**src/rtl/tbdlp_pkg.sv**
```systemverilog
// Shared types, codes, reset values and the per-button debounce step.
package tbdlp_pkg;

    localparam int DEB_W      = 8;
    localparam int HOLD_W     = 16;
    localparam int DUTY_W     = 8;
    localparam int KEY_W      = 2;
    localparam int CFG_ADDR_W = 4;
    localparam int CFG_DATA_W = 32;

    localparam logic [DEB_W-1:0]  DEBOUNCE_RESET = 8'd5;
    localparam logic [HOLD_W-1:0] HOLD_RESET     = 16'd1550;
    localparam logic [DUTY_W-1:0] DUTY_RESET     = 8'd8;

    // Register index, taken from paddr word offset
    typedef enum logic [1:0] {
        REG_DEBOUNCE = 2'd0,
        REG_HOLD     = 2'd1,
        REG_LAMP     = 2'd2
    } cfg_idx_t;

    // Key codes: horizontal arrow in portrait, vertical arrow in landscape
    typedef enum logic [KEY_W-1:0] {
        KEY_NONE  = 2'd0,
        KEY_HORIZ = 2'd1,
        KEY_VERT  = 2'd2
    } key_t;

    typedef enum logic {
        MODE_LANDSCAPE = 1'b0,
        MODE_PORTRAIT  = 1'b1
    } mode_t;

    typedef enum logic [1:0] {
        EV_NONE    = 2'd0,
        EV_PRESS   = 2'd1,
        EV_RELEASE = 2'd2
    } btn_ev_t;

    typedef struct packed {
        logic             pressed;
        logic             prev_level;
        logic             settle_active;
        logic [DEB_W-1:0] settle_count;
    } btn_state_t;

    typedef struct packed {
        btn_state_t st;
        btn_ev_t    ev;
    } btn_result_t;

    typedef struct packed {
        key_t              left_key;
        key_t              right_key;
        mode_t             view_mode;
        logic              mode_changed;
        logic              switch_fault;
        logic [DUTY_W-1:0] landscape_duty;
        logic [DUTY_W-1:0] portrait_duty;
    } result_t;

    // One tick of a button: watch for an edge away from the debounced state,
    // settle for deb+1 ticks, then toggle.
    function automatic btn_result_t button_step(input btn_state_t b, input logic level,
                                                input logic [DEB_W-1:0] deb);
        btn_result_t r;
        logic        edge_seen;
        r.st = b;
        r.ev = EV_NONE;
        edge_seen = b.pressed ? (!b.prev_level && level) : (b.prev_level && !level);
        r.st.prev_level = level;
        if (edge_seen)
        begin
            r.st.settle_active = 1'b1;
            r.st.settle_count  = '0;
        end
        else if (b.settle_active)
        begin
            if (b.settle_count >= deb)
            begin
                r.st.settle_active = 1'b0;
                r.st.settle_count  = '0;
                r.st.pressed       = !b.pressed;
                r.ev               = b.pressed ? EV_RELEASE : EV_PRESS;
            end
            else
            begin
                r.st.settle_count = b.settle_count + 1'b1;
            end
        end
        return r;
    endfunction

endpackage

```
**src/rtl/tbdlp_if.sv**
```systemverilog
// Valid/ready channel interfaces for tick items and result items.
interface tbdlp_in_if;
    logic valid;
    logic ready;
    logic left_level;
    logic right_level;

    modport source (output valid, output left_level, output right_level, input ready);
    modport sink   (input valid, input left_level, input right_level, output ready);
endinterface

interface tbdlp_out_if;
    import tbdlp_pkg::*;
    logic              valid;
    logic              ready;
    logic [KEY_W-1:0]  left_key;
    logic [KEY_W-1:0]  right_key;
    logic              view_mode;
    logic              mode_changed;
    logic              switch_fault;
    logic [DUTY_W-1:0] landscape_duty;
    logic [DUTY_W-1:0] portrait_duty;

    modport source (output valid, output left_key, output right_key, output view_mode,
                    output mode_changed, output switch_fault, output landscape_duty,
                    output portrait_duty, input ready);
    modport sink   (input valid, input left_key, input right_key, input view_mode,
                    input mode_changed, input switch_fault, input landscape_duty,
                    input portrait_duty, output ready);
endinterface

```
**src/rtl/two_button_debounce_long_press_mode.sv**
```systemverilog
// Top level: two-button debounce, long-press view-mode switch and lamp duties.

// Takes one millisecond tick item per clock cycle. The button and hold
// state is updated in the same cycle the tick is accepted, and the result
// item appears in the output register on the next cycle; ready stays high
// while that register is empty or is being taken, so ticks stream at one per
// cycle under no backpressure. Registers at 0x0 (debounce_ticks), 0x4
// (hold_ticks) and 0x8 (lamp_duty) are written over the APB port; the user
// must do so only while no ticks are in flight (the block does not enforce
// this). A button toggles on the (debounce_ticks+1)-th tick after its last
// edge and the mode switch fires on the (hold_ticks+1)-th tick after a press.
module two_button_debounce_long_press_mode (
    input  logic                               clk,
    input  logic                               rst_n,
    tbdlp_in_if.sink                           in_ch,
    tbdlp_out_if.source                        out_ch,
    input  logic                               psel,
    input  logic                               penable,
    input  logic                               pwrite,
    input  logic [tbdlp_pkg::CFG_ADDR_W-1:0]   paddr,
    input  logic [tbdlp_pkg::CFG_DATA_W-1:0]   pwdata,
    output logic [tbdlp_pkg::CFG_DATA_W-1:0]   prdata,
    output logic                               pready
);
    import tbdlp_pkg::*;

    // Configuration registers
    logic [DEB_W-1:0]  debounce_reg;
    logic [HOLD_W-1:0] hold_ticks_reg;
    logic [DUTY_W-1:0] duty_reg;

    // Tick state
    btn_state_t        left_reg, left_next;
    btn_state_t        right_reg, right_next;
    logic              hold_active_reg, hold_active_next;
    logic [HOLD_W-1:0] hold_count_reg, hold_count_next;
    mode_t             mode_reg, mode_next;

    // Output register
    logic              out_valid_reg;
    result_t           result_reg, result_next;

    logic              accept;
    logic              cfg_write;
    cfg_idx_t          cfg_idx;
    btn_result_t       left_res, right_res;
    logic              started;
    key_t              lkey, rkey;
    logic              changed, fault;

    assign cfg_idx   = cfg_idx_t'(paddr[CFG_ADDR_W-1:2]);
    assign cfg_write = psel && penable && pwrite && pready;
    assign pready    = 1'b1;

    // Register write
    always_ff @(posedge clk or negedge rst_n)
    begin
        if (!rst_n)
        begin
            debounce_reg   <= DEBOUNCE_RESET;
            hold_ticks_reg <= HOLD_RESET;
            duty_reg       <= DUTY_RESET;
        end
        else if (cfg_write)
        begin
            case (cfg_idx)
                REG_DEBOUNCE: debounce_reg   <= pwdata[DEB_W-1:0];
                REG_HOLD:     hold_ticks_reg <= pwdata[HOLD_W-1:0];
                REG_LAMP:     duty_reg       <= pwdata[DUTY_W-1:0];
                default:      ;
            endcase
        end
    end

    // Register read
    always_comb
    begin
        case (cfg_idx)
            REG_DEBOUNCE: prdata = {{(CFG_DATA_W-DEB_W){1'b0}}, debounce_reg};
            REG_HOLD:     prdata = {{(CFG_DATA_W-HOLD_W){1'b0}}, hold_ticks_reg};
            REG_LAMP:     prdata = {{(CFG_DATA_W-DUTY_W){1'b0}}, duty_reg};
            default:      prdata = '0;
        endcase
    end

    // Handshake: take a tick whenever the output register is free or draining
    assign in_ch.ready = !out_valid_reg || out_ch.ready;
    assign accept      = in_ch.valid && in_ch.ready;

    // Per-tick update: left button, right button, then the hold timer
    always_comb
    begin
        left_res  = button_step(left_reg, in_ch.left_level, debounce_reg);
        right_res = button_step(right_reg, in_ch.right_level, debounce_reg);
        left_next  = left_res.st;
        right_next = right_res.st;
        hold_active_next = hold_active_reg;
        hold_count_next  = hold_count_reg;
        mode_next        = mode_reg;
        started          = 1'b0;
        lkey             = KEY_NONE;
        rkey             = KEY_NONE;
        changed          = 1'b0;
        fault            = 1'b0;

        if (left_res.ev == EV_PRESS)
        begin
            lkey             = (mode_reg == MODE_PORTRAIT) ? KEY_HORIZ : KEY_VERT;
            hold_active_next = 1'b1;
            hold_count_next  = '0;
            started          = 1'b1;
        end
        else if (left_res.ev == EV_RELEASE)
        begin
            hold_active_next = 1'b0;
            hold_count_next  = '0;
            started          = 1'b0;
        end

        if (right_res.ev == EV_PRESS)
        begin
            rkey             = (mode_reg == MODE_PORTRAIT) ? KEY_HORIZ : KEY_VERT;
            hold_active_next = 1'b1;
            hold_count_next  = '0;
            started          = 1'b1;
        end
        else if (right_res.ev == EV_RELEASE)
        begin
            hold_active_next = 1'b0;
            hold_count_next  = '0;
            started          = 1'b0;
        end

        // Long press: switch mode if the matching button is held, else flag a fault
        if (hold_active_next && !started)
        begin
            if (hold_count_next >= hold_ticks_reg)
            begin
                hold_active_next = 1'b0;
                hold_count_next  = '0;
                if (mode_reg == MODE_PORTRAIT && right_next.pressed)
                begin
                    mode_next = MODE_LANDSCAPE;
                    changed   = 1'b1;
                end
                else if (mode_reg == MODE_LANDSCAPE && left_next.pressed)
                begin
                    mode_next = MODE_PORTRAIT;
                    changed   = 1'b1;
                end
                else
                begin
                    fault = 1'b1;
                end
            end
            else
            begin
                hold_count_next = hold_count_next + 1'b1;
            end
        end

        result_next.left_key       = lkey;
        result_next.right_key      = rkey;
        result_next.view_mode      = mode_next;
        result_next.mode_changed   = changed;
        result_next.switch_fault   = fault;
        result_next.landscape_duty = (mode_next == MODE_PORTRAIT) ? '0 : duty_reg;
        result_next.portrait_duty  = (mode_next == MODE_PORTRAIT) ? duty_reg : '0;
    end

    // State registers
    always_ff @(posedge clk or negedge rst_n)
    begin
        if (!rst_n)
        begin
            left_reg        <= '{pressed: 1'b0, prev_level: 1'b1, settle_active: 1'b0,
                                 settle_count: '0};
            right_reg       <= '{pressed: 1'b0, prev_level: 1'b1, settle_active: 1'b0,
                                 settle_count: '0};
            hold_active_reg <= 1'b0;
            hold_count_reg  <= '0;
            mode_reg        <= MODE_PORTRAIT;
        end
        else if (accept)
        begin
            left_reg        <= left_next;
            right_reg       <= right_next;
            hold_active_reg <= hold_active_next;
            hold_count_reg  <= hold_count_next;
            mode_reg        <= mode_next;
        end
    end

    // Output register valid
    always_ff @(posedge clk or negedge rst_n)
    begin
        if (!rst_n)
        begin
            out_valid_reg <= 1'b0;
        end
        else if (accept)
        begin
            out_valid_reg <= 1'b1;
        end
        else if (out_ch.ready)
        begin
            out_valid_reg <= 1'b0;
        end
    end

    // Output payload
    always_ff @(posedge clk)
    begin
        if (accept)
        begin
            result_reg <= result_next;
        end
    end

    assign out_ch.valid          = out_valid_reg;
    assign out_ch.left_key       = result_reg.left_key;
    assign out_ch.right_key      = result_reg.right_key;
    assign out_ch.view_mode      = result_reg.view_mode;
    assign out_ch.mode_changed   = result_reg.mode_changed;
    assign out_ch.switch_fault   = result_reg.switch_fault;
    assign out_ch.landscape_duty = result_reg.landscape_duty;
    assign out_ch.portrait_duty  = result_reg.portrait_duty;

`ifndef SYNTHESIS
    // An accepted tick always leaves a result waiting
    a_accept_fills: assert property (@(posedge clk) disable iff (!rst_n)
        accept |=> out_valid_reg)
        else $error("accepted tick produced no result");

    // A tick that emits a key started or cancelled the hold timer, so no expiry
    a_key_no_expiry: assert property (@(posedge clk) disable iff (!rst_n)
        (out_valid_reg && (result_reg.left_key != KEY_NONE ||
                           result_reg.right_key != KEY_NONE))
        |-> (!result_reg.mode_changed && !result_reg.switch_fault))
        else $error("key press coincides with hold expiry");

    // A mode change and a fault never come from the same expiry
    a_change_xor_fault: assert property (@(posedge clk) disable iff (!rst_n)
        out_valid_reg |-> !(result_reg.mode_changed && result_reg.switch_fault))
        else $error("mode change and switch fault together");

    // Idle settle timers sit at zero
    a_settle_idle: assert property (@(posedge clk) disable iff (!rst_n)
        (left_reg.settle_active || left_reg.settle_count == '0) &&
        (right_reg.settle_active || right_reg.settle_count == '0))
        else $error("settle count nonzero while idle");

    // A reported mode change flips the mode held before the tick
    a_change_flips: assert property (@(posedge clk) disable iff (!rst_n)
        (accept && result_next.mode_changed) |-> (mode_next != mode_reg))
        else $error("mode change without a mode flip");
`endif

endmodule

```
**src/flat_wrapper.sv**
```systemverilog
// flat-port wrapper written by rule: the top's interface ports become plain ports
module two_button_debounce_long_press_mode_flat import tbdlp_pkg::*;
  (clk, rst_n, psel, penable, pwrite, paddr, pwdata, prdata, pready, in_ch_valid, in_ch_left_level, in_ch_right_level, in_ch_ready, out_ch_valid, out_ch_left_key, out_ch_right_key, out_ch_view_mode, out_ch_mode_changed, out_ch_switch_fault, out_ch_landscape_duty, out_ch_portrait_duty, out_ch_ready);
  tbdlp_in_if in_ch_i ();
  tbdlp_out_if out_ch_i ();
  input  logic clk;
  input  logic rst_n;
  input  logic psel;
  input  logic penable;
  input  logic pwrite;
  input  logic [tbdlp_pkg::CFG_ADDR_W-1:0] paddr;
  input  logic [tbdlp_pkg::CFG_DATA_W-1:0] pwdata;
  output logic [tbdlp_pkg::CFG_DATA_W-1:0] prdata;
  output logic pready;
  input wire logic [$bits(in_ch_i.valid)-1:0] in_ch_valid;
  input wire logic [$bits(in_ch_i.left_level)-1:0] in_ch_left_level;
  input wire logic [$bits(in_ch_i.right_level)-1:0] in_ch_right_level;
  output wire logic [$bits(in_ch_i.ready)-1:0] in_ch_ready;
  output wire logic [$bits(out_ch_i.valid)-1:0] out_ch_valid;
  output wire logic [$bits(out_ch_i.left_key)-1:0] out_ch_left_key;
  output wire logic [$bits(out_ch_i.right_key)-1:0] out_ch_right_key;
  output wire logic [$bits(out_ch_i.view_mode)-1:0] out_ch_view_mode;
  output wire logic [$bits(out_ch_i.mode_changed)-1:0] out_ch_mode_changed;
  output wire logic [$bits(out_ch_i.switch_fault)-1:0] out_ch_switch_fault;
  output wire logic [$bits(out_ch_i.landscape_duty)-1:0] out_ch_landscape_duty;
  output wire logic [$bits(out_ch_i.portrait_duty)-1:0] out_ch_portrait_duty;
  input wire logic [$bits(out_ch_i.ready)-1:0] out_ch_ready;
  assign in_ch_i.valid = in_ch_valid;
  assign in_ch_i.left_level = in_ch_left_level;
  assign in_ch_i.right_level = in_ch_right_level;
  assign in_ch_ready = in_ch_i.ready;
  assign out_ch_valid = out_ch_i.valid;
  assign out_ch_left_key = out_ch_i.left_key;
  assign out_ch_right_key = out_ch_i.right_key;
  assign out_ch_view_mode = out_ch_i.view_mode;
  assign out_ch_mode_changed = out_ch_i.mode_changed;
  assign out_ch_switch_fault = out_ch_i.switch_fault;
  assign out_ch_landscape_duty = out_ch_i.landscape_duty;
  assign out_ch_portrait_duty = out_ch_i.portrait_duty;
  assign out_ch_i.ready = out_ch_ready;
  two_button_debounce_long_press_mode u_core (.clk(clk), .rst_n(rst_n), .in_ch(in_ch_i), .out_ch(out_ch_i), .psel(psel), .penable(penable), .pwrite(pwrite), .paddr(paddr), .pwdata(pwdata), .prdata(prdata), .pready(pready));
endmodule
```
**config.mk**
```make
export PLATFORM = sky130hd
export DESIGN_NAME = two_button_debounce_long_press_mode_flat
export DESIGN_NICKNAME = d
export VERILOG_FILES = /design/src/rtl/tbdlp_pkg.sv /design/src/rtl/tbdlp_if.sv /design/src/rtl/two_button_debounce_long_press_mode.sv /design/src/flat_wrapper.sv
export SDC_FILE = /design/constraint.sdc
export NUM_CORES = 1
export LEC_CHECK = 0
export BUFFER_PORTS_ARGS = -buffer_cell sky130_fd_sc_hd__buf_2
export CORE_MARGIN = 2
export CORE_UTILIZATION = 51
export DETAILED_ROUTE_END_ITERATION = 10
export PLACE_DENSITY = 0.88
export RECOVER_POWER = 25
export SKIP_CTS_REPAIR_TIMING = 1
export SYNTH_ARGS = -nofsm -noshare
export SYNTH_HDL_FRONTEND = slang
export SYNTH_SLANG_ARGS = --single-unit
```
**constraint.sdc**
```tcl
create_clock -name clk -period 5.02 [get_ports clk]
set_input_delay 0.753 -clock clk [delete_from_list [all_inputs] [get_ports clk]]
set_output_delay 0.753 -clock clk [all_outputs]
set_load 0.02 [all_outputs]
```
# Word level (Yosys, flattened, before mapping)

Index checks and enable logic that the tools add are counted.

Eq/ne operators: 6
$lt $le $gt $ge: 3
Divide/modulo/power cells: 0
Multiplexer cells: 48
Bitwise operators: 3
$mul: 0
Shift-type cells: 0
Reduce and logical (&&, ||, !) cells: 30
$add $sub $neg: 3

Operators with widths:

| kind                    | number |
|---|---|
| $mux W16                | 6 |
| $pmux W16 S3            | 1 |
| $mux W1                 | 28 |
| $mux W11                | 2 |
| $mux W9                 | 2 |
| $add A16 B1 Y16 const B | 1 |
| $add A8 B1 Y8 const B   | 2 |
| $ge A16 B16 Y1          | 1 |
| $ge A8 B8 Y1            | 2 |
| $mux W8                 | 2 |
| $mux W2                 | 7 |
| $reduce_and A2 Y1       | 6 |
| $logic_and A1 B1 Y1     | 10 |
| $logic_not A1 Y1        | 8 |
| $eq A2 B1 Y1 const B    | 3 |
| $eq A2 B2 Y1 const B    | 3 |
| $reduce_bool A2 Y1      | 3 |
| $not A1 Y1              | 3 |
| $reduce_or A3 Y1        | 1 |
| $logic_not A2 Y1        | 1 |
| $logic_or A1 B1 Y1      | 1 |

Word-level logic and storage cells: 115
Bits in read-only memories: 0
Flip-flop bits (word level): 96
Output and inout port bits: 58
Latch bits: 0
Memory bits (writable): 0
Input bits: 45
Memories kept: 0

# Longest topological paths before layout

Gate-level depths: netlist (run 1).

Word-level depth: 12
Depth in mapped cells: 24
Gate-level depth less buffers: 22

# Worst setup path after synthesis (run 1)

No wires, ideal clock.

Kind: register to register
Start: register u_core.left_reg[5] in the netlist's numbering
End: register u_core.result_reg (netlist bit u_core.out_ch.portrait_duty[0]) (data pin)
Stages on the path, launching flop included: 22
Required time: 4.765 ns
Slack: 0.302 ns
Period minus slack after synthesis: 4.718 ns
Arrival time: 4.464 ns
Buffers on the path: 2
Library setup time: 0.255 ns
Cell sequence: dfrtp_1 ha_1 a2111oi_0 nor2b_1 o21ai_0 and2_1 ha_1 nor2b_1 o21ai_1 o22a_1 clkbuf_1 clkbuf_1 and2_1 ha_1 a21oi_1 o21ai_0 a221oi_1 and2_1 and2_1 o211a_2 inv_2 and2_1

Cells in the longest elaborated chain, start to end: 12
Elaborated cells between the ends (all ways): 28

RTL lines:

| what                       | RTL line                                   | RTL |
|---|---|---|
| from (decl)                | two_button_debounce_long_press_mode.sv:33  | `btn_state_t left_reg, left_next;` |
| from (signal assigned)     | two_button_debounce_long_press_mode.sv:176 | `left_reg <= '{pressed: 1'b0, prev_level: 1'b1, settle_active: 1'b0,` |
| from (signal assigned)     | two_button_debounce_long_press_mode.sv:186 | `left_reg <= left_next;` |
| $ge A8 B8 Y1 (*)           | tbdlp_pkg.sv:79                            | `if (b.settle_count >= deb)` |
| $mux W2                    | tbdlp_pkg.sv:79                            |  |
| $mux W11                   | tbdlp_pkg.sv:77                            | `else if (b.settle_active)` |
| $mux W2                    | tbdlp_pkg.sv:72                            | `if (edge_seen)` |
| $eq A2 B2 Y1               | two_button_debounce_long_press_mode.sv:113 | `else if (left_res.ev == EV_RELEASE)` |
| $mux W16                   | two_button_debounce_long_press_mode.sv:113 |  |
| $mux W16                   | two_button_debounce_long_press_mode.sv:106 | `if (left_res.ev == EV_PRESS)` |
| $mux W16                   | two_button_debounce_long_press_mode.sv:127 | `else if (right_res.ev == EV_RELEASE)` |
| $mux W16                   | two_button_debounce_long_press_mode.sv:120 | `if (right_res.ev == EV_PRESS)` |
| $ge A16 B16 Y1             | two_button_debounce_long_press_mode.sv:137 | `if (hold_count_next >= hold_ticks_reg)` |
| $mux W1                    | two_button_debounce_long_press_mode.sv:137 |  |
| $mux W1 (*)                | two_button_debounce_long_press_mode.sv:135 | `if (hold_active_next && !started)` |
| named net u_core.mode_next | two_button_debounce_long_press_mode.sv:37  | `mode_t mode_reg, mode_next;` |
| to (signal assigned)       | two_button_debounce_long_press_mode.sv:216 | `result_reg <= result_next;` |
| to (decl)                  | two_button_debounce_long_press_mode.sv:41  | `result_t result_reg, result_next;` |

The timed path passes the listed nets; every way through them passes the cells marked *. The select of a mux whose other input is x is not followed.
A chain may end at the register's enable or synchronous reset.

# Final worst setup path (run 1)

Ends and elaborated chain as after synthesis.

==> results of run 1 <==
==> stage by stage <==
stage,setup WS [ns],std cells
2_1_floorplan,0.3018,611
5_1_grt,-0.04828,812
6_report,0.2145,812
3_3_place_gp,0.1182,794
4_1_cts,-0.07386,810
3_5_place_dp,-0.007115,794
==> power by group <==
part / leakage [nW] / internal [W] / switching [W]
clock: 0.106 / 0.000293 / 0.000270
sequential: 1.12 / 0.000980 / 0.000155
combinational: 1.71 / 0.000361 / 0.000554
total: 2.93 / 0.00163 / 0.000979
==> worst paths after layout <==
check                                                           from                                            to
worst max-delay path                  u_core.left_reg[5]$_DFFE_PN0P_  u_core.out_ch.portrait_duty[0]$_SDFFCE_PN0P_
worst min register to register  u_core.hold_count_reg[9]$_DFFE_PN0P_          u_core.hold_count_reg[9]$_DFFE_PN0P_
worst max register to register        u_core.left_reg[5]$_DFFE_PN0P_  u_core.out_ch.portrait_duty[0]$_SDFFCE_PN0P_
max in group asynchronous                                      rst_n                u_core.duty_reg[3]$_DFFE_PN1P_
worst min-delay path            u_core.hold_count_reg[9]$_DFFE_PN0P_          u_core.hold_count_reg[9]$_DFFE_PN0P_
min in group asynchronous                                      rst_n              u_core.right_reg[10]$_DFFE_PN0P_
==> cell type report <==
cell class / count / area (um2) / share of cell area [%]
repair buffers: 79 / 411.6 / 6.473
well taps: 140 / 175.2 / 2.754
multi-input cells: 438 / 2859 / 44.95
flip-flops and latches: 96 / 2531 / 39.80
clock inverters: 5 / 80.08 / 1.259
clock buffers: 11 / 141.4 / 2.223
inverters: 43 / 161.4 / 2.538
==> routing by layer <==
metal	global-route usage, %	routed length [um]
met5	0	0
met3	3.766	776
met4	12.00	495
met1	27.76	5201
met2	36.92	6346
==> cells by family after synthesis <==
kind of cell | share of synthesized area (%)
and+or+nand+nor | 20.17
AOI/OAI and AO/OA | 14.88
buffers and inverters | 6.322
other | 0.1341
DFF | 45.20
muxes | 4.558
adders and majority gates | 8.266
xor gates and xnor gates | 0.4693
==> worst max-delay path: stages, from the launching register on <==
cell and delay, ns:
dfrtp_1 0.45, ha_1 0.39, a2111oi_4 0.37, nor2b_2 0.19, o21ai_0 0.13, and2_1 0.21
ha_1 0.21, nor2b_1 0.15, o21ai_1 0.10, buf_4 0.15, o22ai_4 0.19, nor2_1 0.10
ha_1 0.32, a21oi_1 0.15, o21ai_0 0.15, a221oi_2 0.31, and2_1 0.22, and2_2 0.22
o211a_4 0.26, inv_2 0.10, and2_1 0.18
==> cells in the mapped netlist, drive strengths merged, types with 2 or more instances <==
| cell | count | area [um2] |
|---|---|---|
| a2111oi | 2 | 17.52 |
| and2 | 42 | 264.0 |
| and3 | 3 | 18.77 |
| edfxtp | 23 | 690.7 |
| nor2b | 8 | 50.05 |
| buf | 21 | 143.9 |
| dfstp | 11 | 289.0 |
| xor2 | 2 | 17.52 |
| nand2 | 82 | 317.8 |
| conb | 2 | 7.510 |
| nor3 | 9 | 45.04 |
| nand3b | 2 | 15.01 |
| a211oi | 3 | 22.52 |
| a21o | 7 | 52.55 |
| a22oi | 2 | 15.01 |
| a31oi | 2 | 12.51 |
| and4 | 2 | 18.77 |
| nor3b | 3 | 22.52 |
| nand2b | 6 | 37.54 |
| clkbuf | 13 | 48.80 |
| nand4 | 7 | 43.79 |
| a21oi | 21 | 105.1 |
| nand3 | 25 | 130.1 |
| a22o | 9 | 78.83 |
| inv | 43 | 161.4 |
| mux2 | 12 | 135.1 |
| o31ai | 5 | 37.54 |
| dfrtp | 62 | 1551 |
| ha | 37 | 462.9 |
| mux2i | 12 | 120.1 |
| o22ai | 4 | 38.79 |
| o21ai | 69 | 345.3 |
| or2 | 4 | 25.02 |
| nor4 | 2 | 27.53 |
| nor2 | 23 | 88.84 |
==> results.md, run 1 <==
- Max VDD drop: 165.2 uV
- CTS Buf Count: 9
- Main synth FF type: dfrtp_1
- Vias in the first global route: 4433
- R2R cell count: 20
- Port Buffer Count: 67
- Slew margin rel.: -74.54%
- Initial core utilization: 51.89%
- Row cnt: 38
- # IOs: 103
- Yosys reg bits: 96
- Worst Path Max Fanout: 9
- Post-synth EDFFs: 23
- Register area share after synthesis: 45.20%
- Area Overhead vs Synth: 13.56%
- Final #Nets: 749
- ANT cells: 0
- Setup tns final: 0 ns
- DP Area: 6055 um2
- Period utilization: 95.73%
- Setup violators final: 0
- CTS clk-pin slew, worst paths: 0.09 ns
- Min-Delay Path Class: reg2reg
- Drt initial violations: 427
- Pin count of the biggest net entering global routing: 48
- Die Footprint: 11840 um2
- Global route total overflow: 0
- Worst Max-Slew Pin Slew: 2.618 ns
- Hold Vio Cnt, Final: 0
- Commonest non-fill, non-tap cells in the layout: 80 x nand2_1, 65 x buf_2, 64 x o21ai_0, 62 x dfrtp_1, 41 x inv_1
- Share of layout cells above drive strength 1: 20.83%
- Worst Path Arrival: 4.93 ns
- Routed Antenna Nets: 0
- Synth Instances: 596
- Minimum period implied by the final worst setup slack: 4.806 ns
- Worst R2R Setup Slack: 0.21 ns
- Total power: 0.002613 W
- Final Util: 58.93%
- Commonest non-fill, non-tap cell in the layout: nand2_1
- DIE WIDTH: 108.8 um
- Clock Path Buffers: 2
- DRC: 0
- Failing checks: capacitance limit, slew limit
- P_leak: 2.928 nW
- Avg WL per Cell: 15.79 um
- Routed via count: 4629
- Core area: 10790 um2
- Initial DRT Pass Iterations: 6
- Max-cap viol count: 1
- Max-slew violations: 48
- Fillers: 862
- DP Wirelength: 9.216 mm
- H-tree levels: 3
- RD Place Congestion: 0.8581
- Routed wire length: 12.82 mm
- Antenna violations before repair: 0
- Kind of critical path: reg2reg
- Synth Cell Area: 5600 um2
- Fmax: 208.1 MHz
- Finished Cell Area: 6360 um2
- Clk Latency, worst-skew pair: 0.37 ns
- CP Data Required Time: 5.15 ns
- Hold Path Depth: 1
- Status: finished with violations
- CP startpoint kind: flop
- Synth cell types: 63
- Ys Warns: 0
- Vert. Die Dim: 108.8 um
- Crit path capture type: flop
- CTS tree: yes
- Syn avg cell area: 9.397 um2
- Ys async rst share: 76.04%
- Fin Clk Skew: 0.006268 ns
- Vias/cell: 5.701
- Cell Pwr Density: 410.9 nW/um2
- CTS sink cnt: 96
- GRT Overall Usage: 22.25%
- First-pass GRT wire length: 20.58 mm
- Worst hold slack: 0.5131 ns
- Clock root buffer: clkbuf_8
Note: power is estimated with default switching activity, not from simulation.
==> inputs of run 2 (changes only) <==
--- a/config.mk
+++ b/config.mk
@@ -6,7 +6,7 @@
 export NUM_CORES = 1
 export LEC_CHECK = 0
 export BUFFER_PORTS_ARGS = -buffer_cell sky130_fd_sc_hd__buf_2
-export CORE_MARGIN = 2
+export CORE_MARGIN = 4
 export CORE_UTILIZATION = 51
 export DETAILED_ROUTE_END_ITERATION = 10
 export PLACE_DENSITY = 0.88
==> constraint.sdc (replaced) <==
create_clock -name clk -period 5.02 [get_ports clk]
set_input_delay 0.753 -clock clk [delete_from_list [all_inputs] [get_ports clk]]
set_output_delay 0.753 -clock clk [all_outputs]
set_load 0.005 [all_outputs]
==> results.md, run 2 (same netlist as run 1, synthesis figures left out) <==
- Status: finished, final reports clean
- Antenna violations before repair: 0
- CTS tree: yes
- Port Buffer Count: 67
- Max-cap viol count: 0
- Max-slew violations: 0
- WP buf/inv: 1
- Clk Latency, worst-skew pair: 0.37 ns
- Routed wire length: 12.78 mm
- Kind of critical path: reg2reg
- Fillers: 827
- Die Footprint: 12720 um2
- Fin Clk Skew: 0.01150 ns
- Pin count of the biggest net entering global routing: 74
- Area Overhead vs Synth: 13.83%
- Finished Cell Area: 6375 um2
- CP startpoint kind: flop
- Crit path capture type: flop
- Routed Antenna Nets: 0
- DIE WIDTH: 112.8 um
- CP Data Required Time: 5.15 ns
- Final #Nets: 746
- GRT Overall Usage: 19.81%
- H-tree levels: 3
- Row cnt: 37
- Share of layout cells above drive strength 1: 21.67%
- ANT cells: 0
- Vias in the first global route: 4476
- P_leak: 2.939 nW
- Clock Path Buffers: 2
- Drt initial violations: 330
- Minimum period implied by the final worst setup slack: 4.854 ns
- Setup violators final: 0
- Max VDD drop: 189.1 uV
- Period utilization: 96.70%
- Worst Max-Slew Pin Slew: 1.173 ns
- Initial DRT Pass Iterations: 5
- Worst Path Arrival: 4.98 ns
- CTS Buf Count: 9
- Cell Pwr Density: 413.5 nW/um2
- Min-Delay Path Class: reg2reg
- Avg WL per Cell: 15.88 um
- CTS sink cnt: 96
- Initial core utilization: 53.29%
- Slew margin rel.: 21.13%
- DRC: 0
- First-pass GRT wire length: 20.90 mm
- Setup tns final: 0 ns
- Vias/cell: 5.702
- Hold Vio Cnt, Final: 0
- CP top delay family: simple AND/OR/NAND/NOR gates
- CP max stage cell: dfrtp_1
- Core area: 10510 um2
- # IOs: 103
- Vert. Die Dim: 112.8 um
- DP Area: 6042 um2
- CP max stage delay: 0.45 ns
- DP Wirelength: 9.164 mm
- Fmax: 206.0 MHz
- Worst Path Max Fanout: 14
- Commonest non-fill, non-tap cells in the layout: 80 x nand2_1, 66 x buf_2, 64 x o21ai_0, 61 x dfrtp_1, 42 x inv_1
- CP Cell Sequence: ha_1 -> a2111oi_4 -> nor2b_1 -> o21ai_0 -> and2_1 -> ha_1 -> nor2b_2 -> o21ai_2 -> o22a_2 -> buf_4 -> and2_1 -> ha_1 -> nand2_1 -> nor4_4 -> nand2_1 -> a2bb2oi_2 -> and2_2 -> o211a_4 -> and2_1
- Routed via count: 4590
- CTS clk-pin slew, worst paths: 0.10 ns
- Clock root buffer: clkbuf_8
- Commonest non-fill, non-tap cell in the layout: nand2_1
- RD Place Congestion: 0.8550
- Global route total overflow: 0
==> run 2: cell type report <==
class	count	area, um2	area share [%]
Clock buffer	9	123.9	1.943
Clock inverter	7	120.1	1.884
Inverter	43	161.4	2.532
Multi-Input combinational cell	438	2869	45.00
Sequential cell	96	2532	39.73
Tap cell	136	170.2	2.669
Timing Repair Buffer	76	397.9	6.241
==> run 2: power by group <==
| part | internal [W] | switching, W | leakage, nW | total [W] |
|---|---|---|---|---|
| clock | 0.000332 | 0.000291 | 0.119 | 0.000623 |
| sequential | 0.000979 | 0.000154 | 1.12 | 0.00113 |
| combinational | 0.000364 | 0.000516 | 1.70 | 0.000880 |
==> run 2: metal layers <==
layer | track usage, % | up-vias | wire, um
li1 | - | 2180 | -
met1 | 24.90 | 2198 | 5276
met2 | 34.00 | 185 | 6239
met3 | 3.797 | 27 | 905
met4 | 7.212 | 0 | 361
met5 | 0 | - | 0
==> run 2: stage by stage <==
stage | worst slack [ns] | util, % | total power [W] | std cells | hold slack (ns)
floorplan | 0.3018 | - | 0.001703 | 611 | 0.4559
global placement | 0.1144 | 57.49 | 0.001886 | 789 | 0.4689
detailed placement | -0.2120 | 57.49 | 0.001960 | 789 | 0.4738
CTS | -0.2791 | 59.82 | 0.002581 | 805 | 0.4991
global route | -0.04318 | 60.66 | 0.002804 | 805 | 0.5352
finish | 0.1658 | 60.66 | 0.002636 | 805 | 0.5027
==> run 2: worst reg2reg max path, delay by kind of cell, from the launching register on <==
kind / cells / cell delay, ns
flip-flops: 1 / 0.45
AND/OR/NAND/NOR: 9 / 1.74
adder cells (fa/ha/maj): 3 / 0.89
buffers and inverters: 1 / 0.20
AO/OA/AOI/OAI: 6 / 1.35
==> run 2: final timing paths <==
check                                                                 to  slack, ns  cells past startpoint                            startpoint
setup / recovery           u_core.out_ch.landscape_duty[3]$_SDFFCE_PP0P_       0.17                     19        u_core.left_reg[5]$_DFFE_PN0P_
hold / removal                      u_core.hold_count_reg[9]$_DFFE_PN0P_       0.50                      1  u_core.hold_count_reg[9]$_DFFE_PN0P_
setup reg to reg           u_core.out_ch.landscape_duty[3]$_SDFFCE_PP0P_       0.17                     19        u_core.left_reg[5]$_DFFE_PN0P_
hold reg to reg                     u_core.hold_count_reg[9]$_DFFE_PN0P_       0.50                      1  u_core.hold_count_reg[9]$_DFFE_PN0P_
max in group asynchronous                u_core.right_reg[5]$_DFFE_PN0P_       3.73                      2                                 rst_n
min in group asynchronous                 u_core.duty_reg[6]$_DFFE_PN0P_       0.57                      2                                 rst_n
==> inputs of run 3 (changes only) <==
--- a/config.mk
+++ b/config.mk
@@ -7,9 +7,9 @@
 export LEC_CHECK = 0
 export BUFFER_PORTS_ARGS = -buffer_cell sky130_fd_sc_hd__buf_2
 export CORE_MARGIN = 4
-export CORE_UTILIZATION = 51
+export CORE_UTILIZATION = 61
 export DETAILED_ROUTE_END_ITERATION = 10
-export PLACE_DENSITY = 0.88
+export PLACE_DENSITY = 0.95
 export RECOVER_POWER = 25
 export SKIP_CTS_REPAIR_TIMING = 1
 export SYNTH_ARGS = -nofsm -noshare
==> constraint.sdc (replaced) <==
create_clock -name clk -period 5.73 [get_ports clk]
set_input_delay 0.8595 -clock clk [delete_from_list [all_inputs] [get_ports clk]]
set_output_delay 0.8595 -clock clk [all_outputs]
set_load 0.005 [all_outputs]
==> results.md, run 3 (same netlist as run 1, synthesis figures left out) <==
- Net Sw Frac: 38.12%
- Clk pwr share: 19.3%
- Min-Delay Startpoint: u_core.hold_count_reg[9]$_DFFE_PN0P_
- Period utilization: 95.80%
- Total power: 0.002151 W
- Pin count of the biggest net entering global routing: 74
- Crit path capture type: flop
- WHS Endpoint: u_core.hold_count_reg[9]$_DFFE_PN0P_
- Worst Path Max Fanout: 11
- Vias in the first global route: 4422
- Worst hold slack: 0.4867 ns
- Clock Path Buffers: 2
- Fillers: 594
- Int Power: 0.001331 W
- Clk Latency, worst-skew pair: 0.37 ns
- Routed wire length: 12.46 mm
- Initial core utilization: 63.60%
- Setup tns final: 0 ns
- Row cnt: 34
- Max VDD drop: 173.7 uV
- Worst Path Arrival: 5.62 ns
- Hold Vio Cnt, Final: 0
- Commonest non-fill, non-tap cells in the layout: 80 x nand2_1, 67 x buf_2, 64 x o21ai_0, 62 x dfrtp_1, 42 x inv_1
- Min-Delay Path Class: reg2reg
- Clock root buffer: clkbuf_8
- Comb power frac: 34.6%
- Switching power: 0.0008199 W
- CTS tree: yes
- CTS sink cnt: 96
- # IOs: 103
- RR Endpoint: u_core.out_ch.portrait_duty[0]$_SDFFCE_PN0P_
- Minimum period implied by the final worst setup slack: 5.489 ns
- H-tree levels: 3
- Antenna violations before repair: 0
- Global route total overflow: 0
- Routed via count: 4594
- GRT Overall Usage: 23.04%
- Status: finished with violations
- ANT cells: 0
- Core area: 8806 um2
- Commonest non-fill, non-tap cell in the layout: nand2_1
- Share of layout cells above drive strength 1: 19.82%
- Port Buffer Count: 67
- Final #Nets: 748
- Fmax: 182.2 MHz
- Failing checks: capacitance limit, slew limit
- Avg WL per Cell: 15.99 um
- DRC: 0
- Max-cap viol count: 1
- Kind of critical path: reg2reg
- Slew margin rel.: -162.8%
- Fin Clk Skew: 0.007603 ns
- CTS Buf Count: 9
- Worst R2R Setup Slack: 0.24 ns
- Hold Path Depth: 1
- CP Data Required Time: 5.86 ns
- Die Footprint: 10780 um2
- RSZ-0062 raised after global routing: no
- Drt initial violations: 326
- Cell Pwr Density: 347.0 nW/um2
- P_leak: 2.892 nW
- Initial DRT Pass Iterations: 5
- Worst Max-Slew Pin Slew: 3.941 ns
- First-pass GRT wire length: 20.56 mm
- Part of the power in registers: 46.1%
- CP startpoint kind: flop
- Vert. Die Dim: 103.8 um
- CTS clk-pin slew, worst paths: 0.10 ns
- DP Wirelength: 9.079 mm
- RD Place Congestion: 0.8574
- DIE WIDTH: 103.8 um
- R2R cell count: 20
- Vias/cell: 5.897
- Area Overhead vs Synth: 10.66%
- Setup violators final: 0
- Max-slew violations: 74
- Routed Antenna Nets: 0
- Crit Reg-Reg Startpoint: u_core.debounce_reg[5]$_DFFE_PN0P_
-- run 3: worst max-delay path by stage --
stage	startpoint	endpoint	slack, ns	cells past startpoint
floorplan	u_core.left_reg[5]$_DFFE_PN0P_	u_core.out_ch.portrait_duty[0]$_SDFFCE_PN0P_	1.01	21
global placement	u_core.debounce_reg[5]$_DFFE_PN0P_	u_core.out_ch.portrait_duty[0]$_SDFFCE_PN0P_	0.69	20
detailed placement	u_core.debounce_reg[5]$_DFFE_PN0P_	u_core.out_ch.portrait_duty[0]$_SDFFCE_PN0P_	0.39	20
CTS	u_core.debounce_reg[5]$_DFFE_PN0P_	u_core.out_ch.landscape_duty[1]$_SDFFCE_PP0P_	0.34	19
global route	u_core.debounce_reg[5]$_DFFE_PN0P_	u_core.out_ch.portrait_duty[5]$_SDFFCE_PN0P_	0.0001	20
finish	u_core.debounce_reg[5]$_DFFE_PN0P_	u_core.out_ch.portrait_duty[0]$_SDFFCE_PN0P_	0.24	20
-- run 3: power groups by stage --
stage          registers (W)  clock network [W]  logic [W]
5_1_grt              0.00101           0.000443   0.000842
3_3_place_gp        0.000984                  0   0.000663
6_report            0.000992           0.000414   0.000745
3_5_place_dp        0.000998                  0   0.000724
4_1_cts             0.000986           0.000420   0.000733
2_1_floorplan       0.000962                  0   0.000530
-- run 3: worst max-delay path, stage by stage, from the launching register on --
cell	delay (ns)
dfrtp_1	0.40
inv_1	0.15
ha_1	0.27
a2111oi_0	0.57
nor2b_1	0.20
o21ai_0	0.13
and2_1	0.22
ha_1	0.23
nor2b_1	0.17
o21ai_1	0.27
o22a_1	0.39
and2_1	0.18
ha_1	0.24
a21oi_1	0.14
o21ai_0	0.10
a221oi_1	0.47
and2_1	0.25
and2_1	0.22
o211a_2	0.35
inv_2	0.11
and2_1	0.18
-- run 3: layer usage --
layer	part of all wire (%)	vias up	GRT usage, %
met1	41	2186	28.76
met3	6.2	25	3.794
li1	-	2185	-
met4	2.6	0	11.78
met2	50	198	38.67
met5	0	-	0
-- run 3: per-stage QoR --
step	setup WS (ns)	cells	util, %	area [um2]
global route	0.0001132	779	70.38	6197
CTS	0.3426	775	70.11	6173
global placement	0.6867	759	68.04	5992
finish	0.2407	779	70.38	6197
detailed placement	0.3895	759	68.04	5992
floorplan	1.012	611	-	5657
-- run 3: final cells by class --
class                           instances  area, um2  area share, %
Multi-Input combinational cell        438       2778          44.82
Sequential cell                        96       2531          40.84
Timing Repair Buffer                   78      410.4          6.622
Inverter                               43      161.4          2.604
Tap cell                              108      135.1          2.181
Clock buffer                            9      123.9          1.999
Clock inverter                          7      57.56         0.9287
